$ cat src/assert_macros.svh
// Assertion macros for the IR pulse-distance transmitter RTL.
// Depends on nothing; users must have clk and rst_n in scope.
`ifndef ASSERT_MACROS_SVH
`define ASSERT_MACROS_SVH

// Check a property at every rising clk edge outside reset.
`define IRPD_ASSERT(label, prop, msg) \
    label: assert property (@(posedge clk) disable iff (!rst_n) (prop)) else $error(msg);

// Check an implication: cause now, effect next edge.
`define IRPD_ASSERT_NEXT(label, cause, effect, msg) \
    label: assert property (@(posedge clk) disable iff (!rst_n) (cause) |=> (effect)) \
        else $error(msg);

`endif

$ cat src/irpd_pkg.sv
// Package for the IR pulse-distance transmitter: types, segment lengths,
// counter widths. Depends on nothing.
package irpd_pkg;

    localparam int TICK_COUNT_WIDTH = 16;
    localparam int UNIT_TICKS_W     = 16;
    localparam int ADDR_W           = 8;
    localparam int CMD_W            = 8;
    localparam int COUNT_W          = 8;
    localparam int UNITS_W          = 5;
    localparam int BIT_IDX_W        = 5;
    localparam int CFG_DATA_W       = 16;
    localparam int CMP_W = (TICK_COUNT_WIDTH + 1 > UNIT_TICKS_W + 1) ?
                           TICK_COUNT_WIDTH + 1 : UNIT_TICKS_W + 1;

    localparam logic [UNIT_TICKS_W-1:0] UNIT_TICKS_RESET = 16'd562;

    // segment lengths in base units
    localparam logic [UNITS_W-1:0] UNITS_LEAD_MARK   = 5'd16;
    localparam logic [UNITS_W-1:0] UNITS_FULL_SPACE  = 5'd8;
    localparam logic [UNITS_W-1:0] UNITS_REPT_SPACE  = 5'd4;
    localparam logic [UNITS_W-1:0] UNITS_ONE_SPACE   = 5'd3;
    localparam logic [UNITS_W-1:0] UNITS_SHORT       = 5'd1;
    localparam logic [UNITS_W-1:0] UNITS_GAP         = 5'd16;

    // configuration register indexes
    localparam logic CFG_UNIT_TICKS     = 1'b0;
    localparam logic CFG_DEVICE_ADDRESS = 1'b1;

    localparam logic REQ_TICK  = 1'b0;
    localparam logic REQ_START = 1'b1;

    typedef enum logic [2:0] {
        PH_IDLE       = 3'd0,
        PH_LEAD_MARK  = 3'd1,
        PH_LEAD_SPACE = 3'd2,
        PH_BIT_MARK   = 3'd3,
        PH_BIT_SPACE  = 3'd4,
        PH_STOP_MARK  = 3'd5,
        PH_GAP        = 3'd6
    } phase_t;

    typedef struct packed {
        logic               req_type;
        logic               full_frame;
        logic [CMD_W-1:0]   command;
        logic [COUNT_W-1:0] repeat_count;
    } item_t;

    typedef struct packed {
        logic start_rejected;
        logic busy_res;
        logic ir_level;
    } result_t;

endpackage

$ cat src/ir_pulse_distance_transmitter.sv
// Top level of the NEC-style IR pulse-distance transmitter.
// Depends on irpd_pkg, irpd_seq, irpd_out_reg.
//
// The block takes one item per clock while the result register can take it,
// gives exactly one result item for each, in the cycle after acceptance; the
// input side stays ready whenever the result register is empty or being
// drained, so a steady stream of ticks runs at one item per cycle. A start
// item (tuser = 1) loads the command, frame kind and repeat count if the
// transmitter is idle and the count is nonzero; if it is busy the start is
// dropped and flagged. A tick item (tuser = 0) reports the carrier-enable
// level during that tick and advances the frame timer. Each base unit lasts
// unit_ticks ticks (zero acts as one). The address byte is read live while
// address bits go out, so change it only while idle, as with unit_ticks.
module ir_pulse_distance_transmitter
    import irpd_pkg::*;
(
    input  logic                  clk,
    input  logic                  rst_n,
    // configuration write port: index 0 = unit_ticks, 1 = device_address
    input  logic                  cfg_we,
    input  logic                  cfg_index,
    input  logic [CFG_DATA_W-1:0] cfg_wdata,
    // input stream
    input  logic                  s_axis_tvalid,
    output logic                  s_axis_tready,
    input  logic [23:0]           s_axis_tdata,  // [0] full_frame, [8:1] command,
                                                 // [16:9] repeat_count, rest zero
    input  logic                  s_axis_tuser,  // req_type
    // result stream
    output logic                  m_axis_tvalid,
    input  logic                  m_axis_tready,
    output logic [7:0]            m_axis_tdata   // [0] ir_level, [1] busy_res,
                                                 // [2] start_rejected, rest zero
);

    logic [UNIT_TICKS_W-1:0] unit_ticks_reg;
    logic [ADDR_W-1:0]       device_address_reg;

    item_t   item;
    result_t seq_result;
    result_t out_result;
    logic    can_load;
    logic    accept;

    // hold the configuration; the user must make writes only while idle: the block does not enforce it
    always_ff @(posedge clk or negedge rst_n)
    begin
        if (!rst_n)
        begin
            unit_ticks_reg     <= UNIT_TICKS_RESET;
            device_address_reg <= '0;
        end
        else if (cfg_we)
        begin
            unique case (cfg_index)
                CFG_UNIT_TICKS:     unit_ticks_reg     <= cfg_wdata[UNIT_TICKS_W-1:0];
                CFG_DEVICE_ADDRESS: device_address_reg <= cfg_wdata[ADDR_W-1:0];
                default:            ;
            endcase
        end
    end

    // unpack the incoming item
    assign item.req_type     = s_axis_tuser;
    assign item.full_frame   = s_axis_tdata[0];
    assign item.command      = s_axis_tdata[8:1];
    assign item.repeat_count = s_axis_tdata[16:9];

    // take a new item whenever the result register can be refilled
    assign s_axis_tready = can_load;
    assign accept        = s_axis_tvalid && can_load;

    irpd_seq u_seq (
        .clk            (clk),
        .rst_n          (rst_n),
        .item_valid     (accept),
        .item           (item),
        .unit_ticks     (unit_ticks_reg),
        .device_address (device_address_reg),
        .result         (seq_result)
    );

    irpd_out_reg u_out (
        .clk       (clk),
        .rst_n     (rst_n),
        .load      (accept),
        .load_data (seq_result),
        .can_load  (can_load),
        .valid     (m_axis_tvalid),
        .ready     (m_axis_tready),
        .data      (out_result)
    );

    // pack the result item
    assign m_axis_tdata = {5'b0, out_result.start_rejected,
                           out_result.busy_res, out_result.ir_level};

endmodule

$ cat src/irpd_seq.sv
// Frame sequencer of the IR pulse-distance transmitter: phase, unit and
// tick counters, bit selection. Depends on irpd_pkg and assert_macros.svh.
`include "assert_macros.svh"

module irpd_seq
    import irpd_pkg::*;
(
    input  logic                    clk,
    input  logic                    rst_n,
    input  logic                    item_valid,
    input  item_t                   item,
    input  logic [UNIT_TICKS_W-1:0] unit_ticks,
    input  logic [ADDR_W-1:0]       device_address,
    output result_t                 result
);

    phase_t                      phase_reg, phase_next;
    logic [BIT_IDX_W-1:0]        bit_index_reg, bit_index_next;
    logic [UNITS_W-1:0]          units_left_reg, units_left_next;
    logic [TICK_COUNT_WIDTH-1:0] tick_count_reg, tick_count_next;
    logic [COUNT_W-1:0]          frames_left_reg, frames_left_next;
    logic                        full_flag_reg, full_flag_next;
    logic [CMD_W-1:0]            command_latch_reg, command_latch_next;
    logic                        level_reg, level_next;

    logic [CMP_W-1:0]            tick_inc;
    logic [CMP_W-1:0]            unit_len;
    logic                        unit_done;
    logic [UNITS_W-1:0]          units_dec;
    logic [BIT_IDX_W-1:0]        bit_inc;
    logic [COUNT_W-1:0]          frames_dec;
    logic [7:0]                  cur_byte;
    logic                        cur_bit;
    logic                        busy;

    assign busy     = (phase_reg != PH_IDLE);
    assign tick_inc = CMP_W'(tick_count_reg) + CMP_W'(1);
    assign unit_len = (unit_ticks == '0) ? CMP_W'(1) : CMP_W'(unit_ticks);
    assign unit_done = (tick_inc >= unit_len) || (tick_count_reg == '1);
    assign units_dec  = units_left_reg - UNITS_W'(1);
    assign bit_inc    = bit_index_reg + BIT_IDX_W'(1);
    assign frames_dec = frames_left_reg - COUNT_W'(1);

    // address, ~address, command, ~command; LSB first within each byte
    always_comb
    begin
        unique case (bit_index_reg[4:3])
            2'd0:    cur_byte = device_address;
            2'd1:    cur_byte = ~device_address;
            2'd2:    cur_byte = command_latch_reg;
            default: cur_byte = ~command_latch_reg;
        endcase
    end
    assign cur_bit = cur_byte[bit_index_reg[2:0]];

    // next state
    always_comb
    begin
        phase_next         = phase_reg;
        bit_index_next     = bit_index_reg;
        units_left_next    = units_left_reg;
        tick_count_next    = tick_count_reg;
        frames_left_next   = frames_left_reg;
        full_flag_next     = full_flag_reg;
        command_latch_next = command_latch_reg;
        level_next         = level_reg;
        if (item_valid)
        begin
            if (item.req_type == REQ_START)
            begin
                if (!busy && item.repeat_count != '0)
                begin
                    full_flag_next     = item.full_frame;
                    command_latch_next = item.command;
                    frames_left_next   = item.repeat_count;
                    bit_index_next     = '0;
                    phase_next         = PH_LEAD_MARK;
                    level_next         = 1'b1;
                    units_left_next    = UNITS_LEAD_MARK;
                    tick_count_next    = '0;
                end
            end
            else if (busy)
            begin
                if (!unit_done)
                begin
                    tick_count_next = tick_inc[TICK_COUNT_WIDTH-1:0];
                end
                else
                begin
                    tick_count_next = '0;
                    units_left_next = units_dec;
                    if (units_dec == '0)
                    begin
                        unique case (phase_reg)
                            PH_LEAD_MARK:
                            begin
                                phase_next      = PH_LEAD_SPACE;
                                level_next      = 1'b0;
                                units_left_next = full_flag_reg ? UNITS_FULL_SPACE
                                                                : UNITS_REPT_SPACE;
                            end
                            PH_LEAD_SPACE:
                            begin
                                if (full_flag_reg)
                                begin
                                    bit_index_next = '0;
                                    phase_next     = PH_BIT_MARK;
                                end
                                else
                                begin
                                    phase_next = PH_STOP_MARK;
                                end
                                level_next      = 1'b1;
                                units_left_next = UNITS_SHORT;
                            end
                            PH_BIT_MARK:
                            begin
                                phase_next      = PH_BIT_SPACE;
                                level_next      = 1'b0;
                                units_left_next = cur_bit ? UNITS_ONE_SPACE : UNITS_SHORT;
                            end
                            PH_BIT_SPACE:
                            begin
                                bit_index_next  = bit_inc;
                                phase_next      = (bit_inc == '0) ? PH_STOP_MARK
                                                                  : PH_BIT_MARK;
                                level_next      = 1'b1;
                                units_left_next = UNITS_SHORT;
                            end
                            PH_STOP_MARK:
                            begin
                                phase_next      = PH_GAP;
                                level_next      = 1'b0;
                                units_left_next = UNITS_GAP;
                            end
                            PH_GAP:
                            begin
                                frames_left_next = frames_dec;
                                if (frames_dec != '0)
                                begin
                                    phase_next      = PH_LEAD_MARK;
                                    level_next      = 1'b1;
                                    units_left_next = UNITS_LEAD_MARK;
                                end
                                else
                                begin
                                    phase_next      = PH_IDLE;
                                    level_next      = 1'b0;
                                    units_left_next = '0;
                                end
                            end
                            default:
                            begin
                                phase_next      = PH_IDLE;
                                level_next      = 1'b0;
                                units_left_next = '0;
                            end
                        endcase
                    end
                end
            end
        end
    end

    // result of the current item: a tick reports the level during it,
    // a start reports the level after it
    always_comb
    begin
        result.ir_level       = (item.req_type == REQ_START) ? level_next : level_reg;
        result.busy_res       = (phase_next != PH_IDLE);
        result.start_rejected = (item.req_type == REQ_START) && busy;
    end

    always_ff @(posedge clk or negedge rst_n)
    begin
        if (!rst_n)
        begin
            phase_reg         <= PH_IDLE;
            bit_index_reg     <= '0;
            units_left_reg    <= '0;
            tick_count_reg    <= '0;
            frames_left_reg   <= '0;
            full_flag_reg     <= 1'b0;
            command_latch_reg <= '0;
            level_reg         <= 1'b0;
        end
        else
        begin
            phase_reg         <= phase_next;
            bit_index_reg     <= bit_index_next;
            units_left_reg    <= units_left_next;
            tick_count_reg    <= tick_count_next;
            frames_left_reg   <= frames_left_next;
            full_flag_reg     <= full_flag_next;
            command_latch_reg <= command_latch_next;
            level_reg         <= level_next;
        end
    end

    `IRPD_ASSERT(a_idle_low, !(phase_reg == PH_IDLE && level_reg), "level high while idle")
    `IRPD_ASSERT(a_busy_counts,
                 !busy || (frames_left_reg != '0 && units_left_reg != '0),
                 "busy with empty counters")
    `IRPD_ASSERT_NEXT(a_reject_holds, item_valid && item.req_type == REQ_START && busy,
                      phase_reg == $past(phase_reg) && frames_left_reg == $past(frames_left_reg),
                      "rejected start changed state")

endmodule

$ cat src/irpd_out_reg.sv
// Result register of the IR pulse-distance transmitter, with stream handshake.
// Depends on irpd_pkg.
module irpd_out_reg
    import irpd_pkg::*;
(
    input  logic    clk,
    input  logic    rst_n,
    input  logic    load,
    input  result_t load_data,
    output logic    can_load,
    output logic    valid,
    input  logic    ready,
    output result_t data
);

    logic    valid_reg, valid_next;
    result_t data_reg;

    assign can_load   = !valid_reg || ready;
    assign valid_next = load || (valid_reg && !ready);

    always_ff @(posedge clk or negedge rst_n)
    begin
        if (!rst_n)
        begin
            valid_reg <= 1'b0;
        end
        else
        begin
            valid_reg <= valid_next;
        end
    end

    always_ff @(posedge clk)
    begin
        if (load)
        begin
            data_reg <= load_data;
        end
    end

    assign valid = valid_reg;
    assign data  = data_reg;

endmodule
$ cat config.mk
export PLATFORM = sky130hd
export DESIGN_NAME = ir_pulse_distance_transmitter
export DESIGN_NICKNAME = d
export VERILOG_FILES = /design/src/irpd_pkg.sv /design/src/ir_pulse_distance_transmitter.sv /design/src/irpd_seq.sv /design/src/irpd_out_reg.sv
export VERILOG_INCLUDE_DIRS = /design/src /design/src/src
export SDC_FILE = /design/constraint.sdc
export NUM_CORES = 1
export LEC_CHECK = 0
export ABC_AREA = 0
export BUFFER_PORTS_ARGS = -buffer_cell sky130_fd_sc_hd__buf_2
export CORE_MARGIN = 2
export CORE_UTILIZATION = 48
export DETAILED_ROUTE_END_ITERATION = 7
export PLACE_DENSITY_LB_ADDON = 0.1
export SYNTH_ARGS = -nofsm -noshare
export SYNTH_HDL_FRONTEND = slang
export SYNTH_SLANG_ARGS = --single-unit
$ cat constraint.sdc
create_clock -name clk -period 8.4 [get_ports clk]
set_input_delay 0.42 -clock clk [delete_from_list [all_inputs] [get_ports clk]]
set_output_delay 0.42 -clock clk [all_outputs]
set_load 0.01 [all_outputs]
==> metrics.log <==
[metrics] result of the run: finished, final reports clean
[metrics] number of global-route vias before repair: 3487
[metrics] CTS Sinks: 75
[metrics] Filler Cells Inserted: 863
[metrics] iteration count of the initial detailed-routing pass: 4
[metrics] post-synthesis sequential area ratio: 41.9%
[metrics] final estimated routing congestion in global placement: 0.836
[metrics] unrepaired setup endpoints after global routing: false
[metrics] antenna violations before repair: 0
[metrics] floorplan core area: 9200 sq um
[metrics] count of flip-flops with a built-in enable after synthesis: 3
[metrics] IO buf count: 44
[metrics] Setup Buffers After CTS: 0
[metrics] startpoint of the worst-slack reg-to-reg timing path: u_seq.tick_count_reg[2]
[metrics] remaining number of nets flagged by the antenna check after routing: 0
[metrics] Clk Latency, worst-skew pair: 0.35 ns
[metrics] post-synthesis sequential element count: 75
[metrics] average detailed-routed wire length per instance: 15.2 um
[metrics] clock tree from TritonCTS: built
[metrics] layout cells sized above 1: 17.3%
[metrics] transition time at the pin with the least slew margin: 1.11 ns
[metrics] R2R cell count: 14
[metrics] Chip Height: 101 um
[metrics] power density normalized to cell area: 220 nW/um^2
[metrics] Most Crowded Layer GR: met2
[metrics] CP Data Required Time: 8.65 ns
[metrics] met1 capacity usage during global routing: 29.3%
[metrics] pin count of the biggest net entering global routing: 73
[metrics] Tmin final: 4.97 ns
[metrics] power after layout: 0.00110 W
[metrics] nature of the critical path startpoint: flop
[metrics] Arrival @ worst endpoint: 5.22 ns
[metrics] number of hold-slack violations in the final timing report: 0
[metrics] setup tns final: 0 ns
[metrics] 1st-iter DRT viols: 120
[metrics] fin nets: 583
[metrics] area of the die: 10200 sq um
[metrics] sequential cell area in the final layout: 1900 sq um
[metrics] setup slack of the most critical reg-to-reg path: 3.43 ns
[metrics] upper clock frequency limit: 201 MHz
[metrics] HP Class: in -> reg
[metrics] kind of capture point of the worst setup path: flop
[metrics] met2 routing resource usage after global routing: 31.4%
[metrics] DRT Wirelength: 9600 um
[metrics] number of cells produced by synthesis: 482
[metrics] leading cell types in the layout, fill and taps excluded: sky130_fd_sc_hd__nand2_1 (69), sky130_fd_sc_hd__dfrtp_1 (68), sky130_fd_sc_hd__buf_2 (44), sky130_fd_sc_hd__o21ai_0 (37), sky130_fd_sc_hd__inv_1 (27)
[metrics] # diodes: 0
[metrics] Critical Path Fanout Max: 12
[metrics] headroom to the max-slew limit: 26.0%
[metrics] routed vias/inst: 5.66
[metrics] cell chosen for the clock root: sky130_fd_sc_hd__clkbuf_8
[metrics] Synth async-reset ratio: 96.0%
[metrics] horizontal die dimension: 101 um
[metrics] number of core rows: 35
[metrics] worst-case vdd ir drop: 0.0904 mV
[metrics] clock slew at the register clock pins of the worst setup and hold paths: 0.08 ns
[metrics] max-slew violations: 0
[metrics] met3 global-route usage: 3.38%
[metrics] DP Wirelength: 6960 um
[metrics] Worst Setup Path Type: reg -> reg
[metrics] synth unique cells: 61
[metrics] area of the multi-input gates: 2380 sq um
[metrics] predominant post-synthesis flop cell: sky130_fd_sc_hd__dfrtp_1
[metrics] final worst path period share: 59.2%
[metrics] mean instance size in the synthesized netlist: 9.40 sq um
[metrics] worst setup path end: u_seq.frames_left_reg[4]
[metrics] Crit Reg-Reg Endpoint: u_seq.frames_left_reg[4]
[metrics] wire length of the first global-routing pass: 16400 um
[metrics] vias after detailed routing: 3563
[metrics] P&R area growth vs syn: 10.5%
[metrics] # resized after CTS: 0
[metrics] setup skew after layout: 0.0118 ns
[metrics] commonest non-fill, non-tap cell in the layout: sky130_fd_sc_hd__nand2_1
[metrics] TritonCTS Buffers: 9
[metrics] Post-Syn Area: 4530 sq um
[metrics] maxcap violations: 0
[metrics] Global Route Usage Sum: 20.3%
[metrics] Max clock buf depth: 2
[metrics] H-tree level count: 3
[metrics] post-route DRC violation count: 0
[metrics] initial cell density of the core: 49.3%
[metrics] Top-Level Pins: 57
[metrics] grt total ovfl: 0
[metrics] Critical path origin: u_seq.tick_count_reg[2]
[metrics] yosys synthesis warning count: 0
[metrics] number of setup violations in the final report: 0
[metrics] leakage: 2.44 nW
[metrics] hold bufs inserted after CTS: 0
[power by group]
group | switching, W | internal, W
registers | 0.0000510 | 0.000418
logic | 0.000157 | 0.000118
clock network | 0.000134 | 0.000223
total | 0.000342 | 0.000759
[how the worst min path moves through the flow]
stage / start / end / slack (ns) / cells after the start
floorplan: rst_n / device_address_reg[0] / 0.12 / 0
global placement: u_seq.command_latch_reg[7] / u_seq.command_latch_reg[7] / 0.45 / 2
detailed placement: u_seq.command_latch_reg[0] / u_seq.command_latch_reg[0] / 0.46 / 2
CTS: s_axis_tdata[1] / u_seq.command_latch_reg[0] / 0.24 / 3
global route: s_axis_tdata[4] / u_seq.command_latch_reg[3] / 0.26 / 3
finish: s_axis_tdata[0] / u_seq.full_flag_reg / 0.25 / 3
[cell families after synthesis]
logic type      after synthesis  share of synthesized area, %
simple gates                187                          21.4
compound gates              103                          14.9
flops                        75                          41.9
buf+inv                      55                          5.94
fa+ha+maj                    22                          6.08
mux                          21                          6.27
xor+xnor                     18                          3.48
other cells                   1                        0.0828
[final cells by class]
type                    instances  area share, %
multi-input cells             356           47.6
clock inverters                 4           1.90
clock buffers                  12           3.32
flip-flops and latches         75           37.9
repair buffers                 45           4.55
well taps                     111           2.77
inverters                      27           2.02
[metal layers]
layer / vias up / wire (um)
li1: 1784 / -
met1: 1702 / 4770
met2: 67 / 4340
met3: 10 / 352
met4: 0 / 136
met5: - / 0
[synthesized netlist by cell type (3+ instances only)]
master / count / area share, %
sky130_fd_sc_hd__dfstp_2: 4 / 2.3
sky130_fd_sc_hd__a22o_1: 6 / 1.2
sky130_fd_sc_hd__a21o_1: 12 / 2.0
sky130_fd_sc_hd__nor3b_1: 7 / 1.2
sky130_fd_sc_hd__a211oi_1: 4 / 0.66
sky130_fd_sc_hd__or3_1: 3 / 0.41
sky130_fd_sc_hd__nor4b_1: 3 / 0.58
sky130_fd_sc_hd__a21oi_1: 16 / 1.8
sky130_fd_sc_hd__clkbuf_1: 13 / 1.1
sky130_fd_sc_hd__inv_1: 27 / 2.2
sky130_fd_sc_hd__dfrtp_1: 68 / 38
sky130_fd_sc_hd__xnor2_1: 7 / 1.4
sky130_fd_sc_hd__nor3_1: 10 / 1.1
sky130_fd_sc_hd__nand2_1: 69 / 5.7
sky130_fd_sc_hd__nand4_1: 10 / 1.4
sky130_fd_sc_hd__ha_1: 22 / 6.1
sky130_fd_sc_hd__nand3b_1: 5 / 0.83
sky130_fd_sc_hd__and3_1: 3 / 0.41
sky130_fd_sc_hd__mux2_2: 9 / 2.2
sky130_fd_sc_hd__mux4_2: 5 / 2.5
sky130_fd_sc_hd__edfxtp_1: 3 / 2.0
sky130_fd_sc_hd__buf_4: 7 / 1.2
sky130_fd_sc_hd__o31ai_1: 3 / 0.50
sky130_fd_sc_hd__or4_1: 4 / 0.66
sky130_fd_sc_hd__buf_2: 5 / 0.55
sky130_fd_sc_hd__nor4_1: 11 / 1.5
sky130_fd_sc_hd__o32ai_1: 4 / 0.77
sky130_fd_sc_hd__xor2_1: 11 / 2.1
sky130_fd_sc_hd__o21ai_0: 37 / 4.1
sky130_fd_sc_hd__mux2i_1: 7 / 1.5
sky130_fd_sc_hd__a31oi_1: 4 / 0.55
sky130_fd_sc_hd__nand3_1: 13 / 1.4
sky130_fd_sc_hd__nand2b_1: 9 / 1.2
sky130_fd_sc_hd__clkbuf_8: 3 / 0.91
sky130_fd_sc_hd__nor2_1: 26 / 2.2
sky130_fd_sc_hd__nor2b_1: 3 / 0.41
[critical path, stage by stage, from the launching register on]
cell and delay [ns]:
sky130_fd_sc_hd__dfrtp_1 0.48, sky130_fd_sc_hd__nand2_1 0.13, sky130_fd_sc_hd__nor4b_1 0.64, sky130_fd_sc_hd__and3_1 0.32, sky130_fd_sc_hd__and3_1 0.25, sky130_fd_sc_hd__and3_1 0.22
sky130_fd_sc_hd__xor2_1 0.19, sky130_fd_sc_hd__ha_1 0.27, sky130_fd_sc_hd__nand4_1 0.12, sky130_fd_sc_hd__nor3_1 0.06, sky130_fd_sc_hd__a21oi_1 0.12, sky130_fd_sc_hd__or4b_1 0.68
sky130_fd_sc_hd__a21oi_1 0.94, sky130_fd_sc_hd__mux2i_1 0.17, sky130_fd_sc_hd__a211oi_1 0.27
[per-stage QoR]
step,util (%),std cells,cell area (sq um),setup WS [ns],hold slack (ns)
finish,54.5,630,5010,3.43,0.253
global route,54.5,630,5010,3.04,0.256
CTS,54.5,630,5010,3.42,0.244
detailed placement,51.6,614,4750,3.45,0.462
global placement,51.6,614,4750,3.56,0.453
floorplan,-,486,4550,4.43,0.124
(Power assumes the default switching activity.)
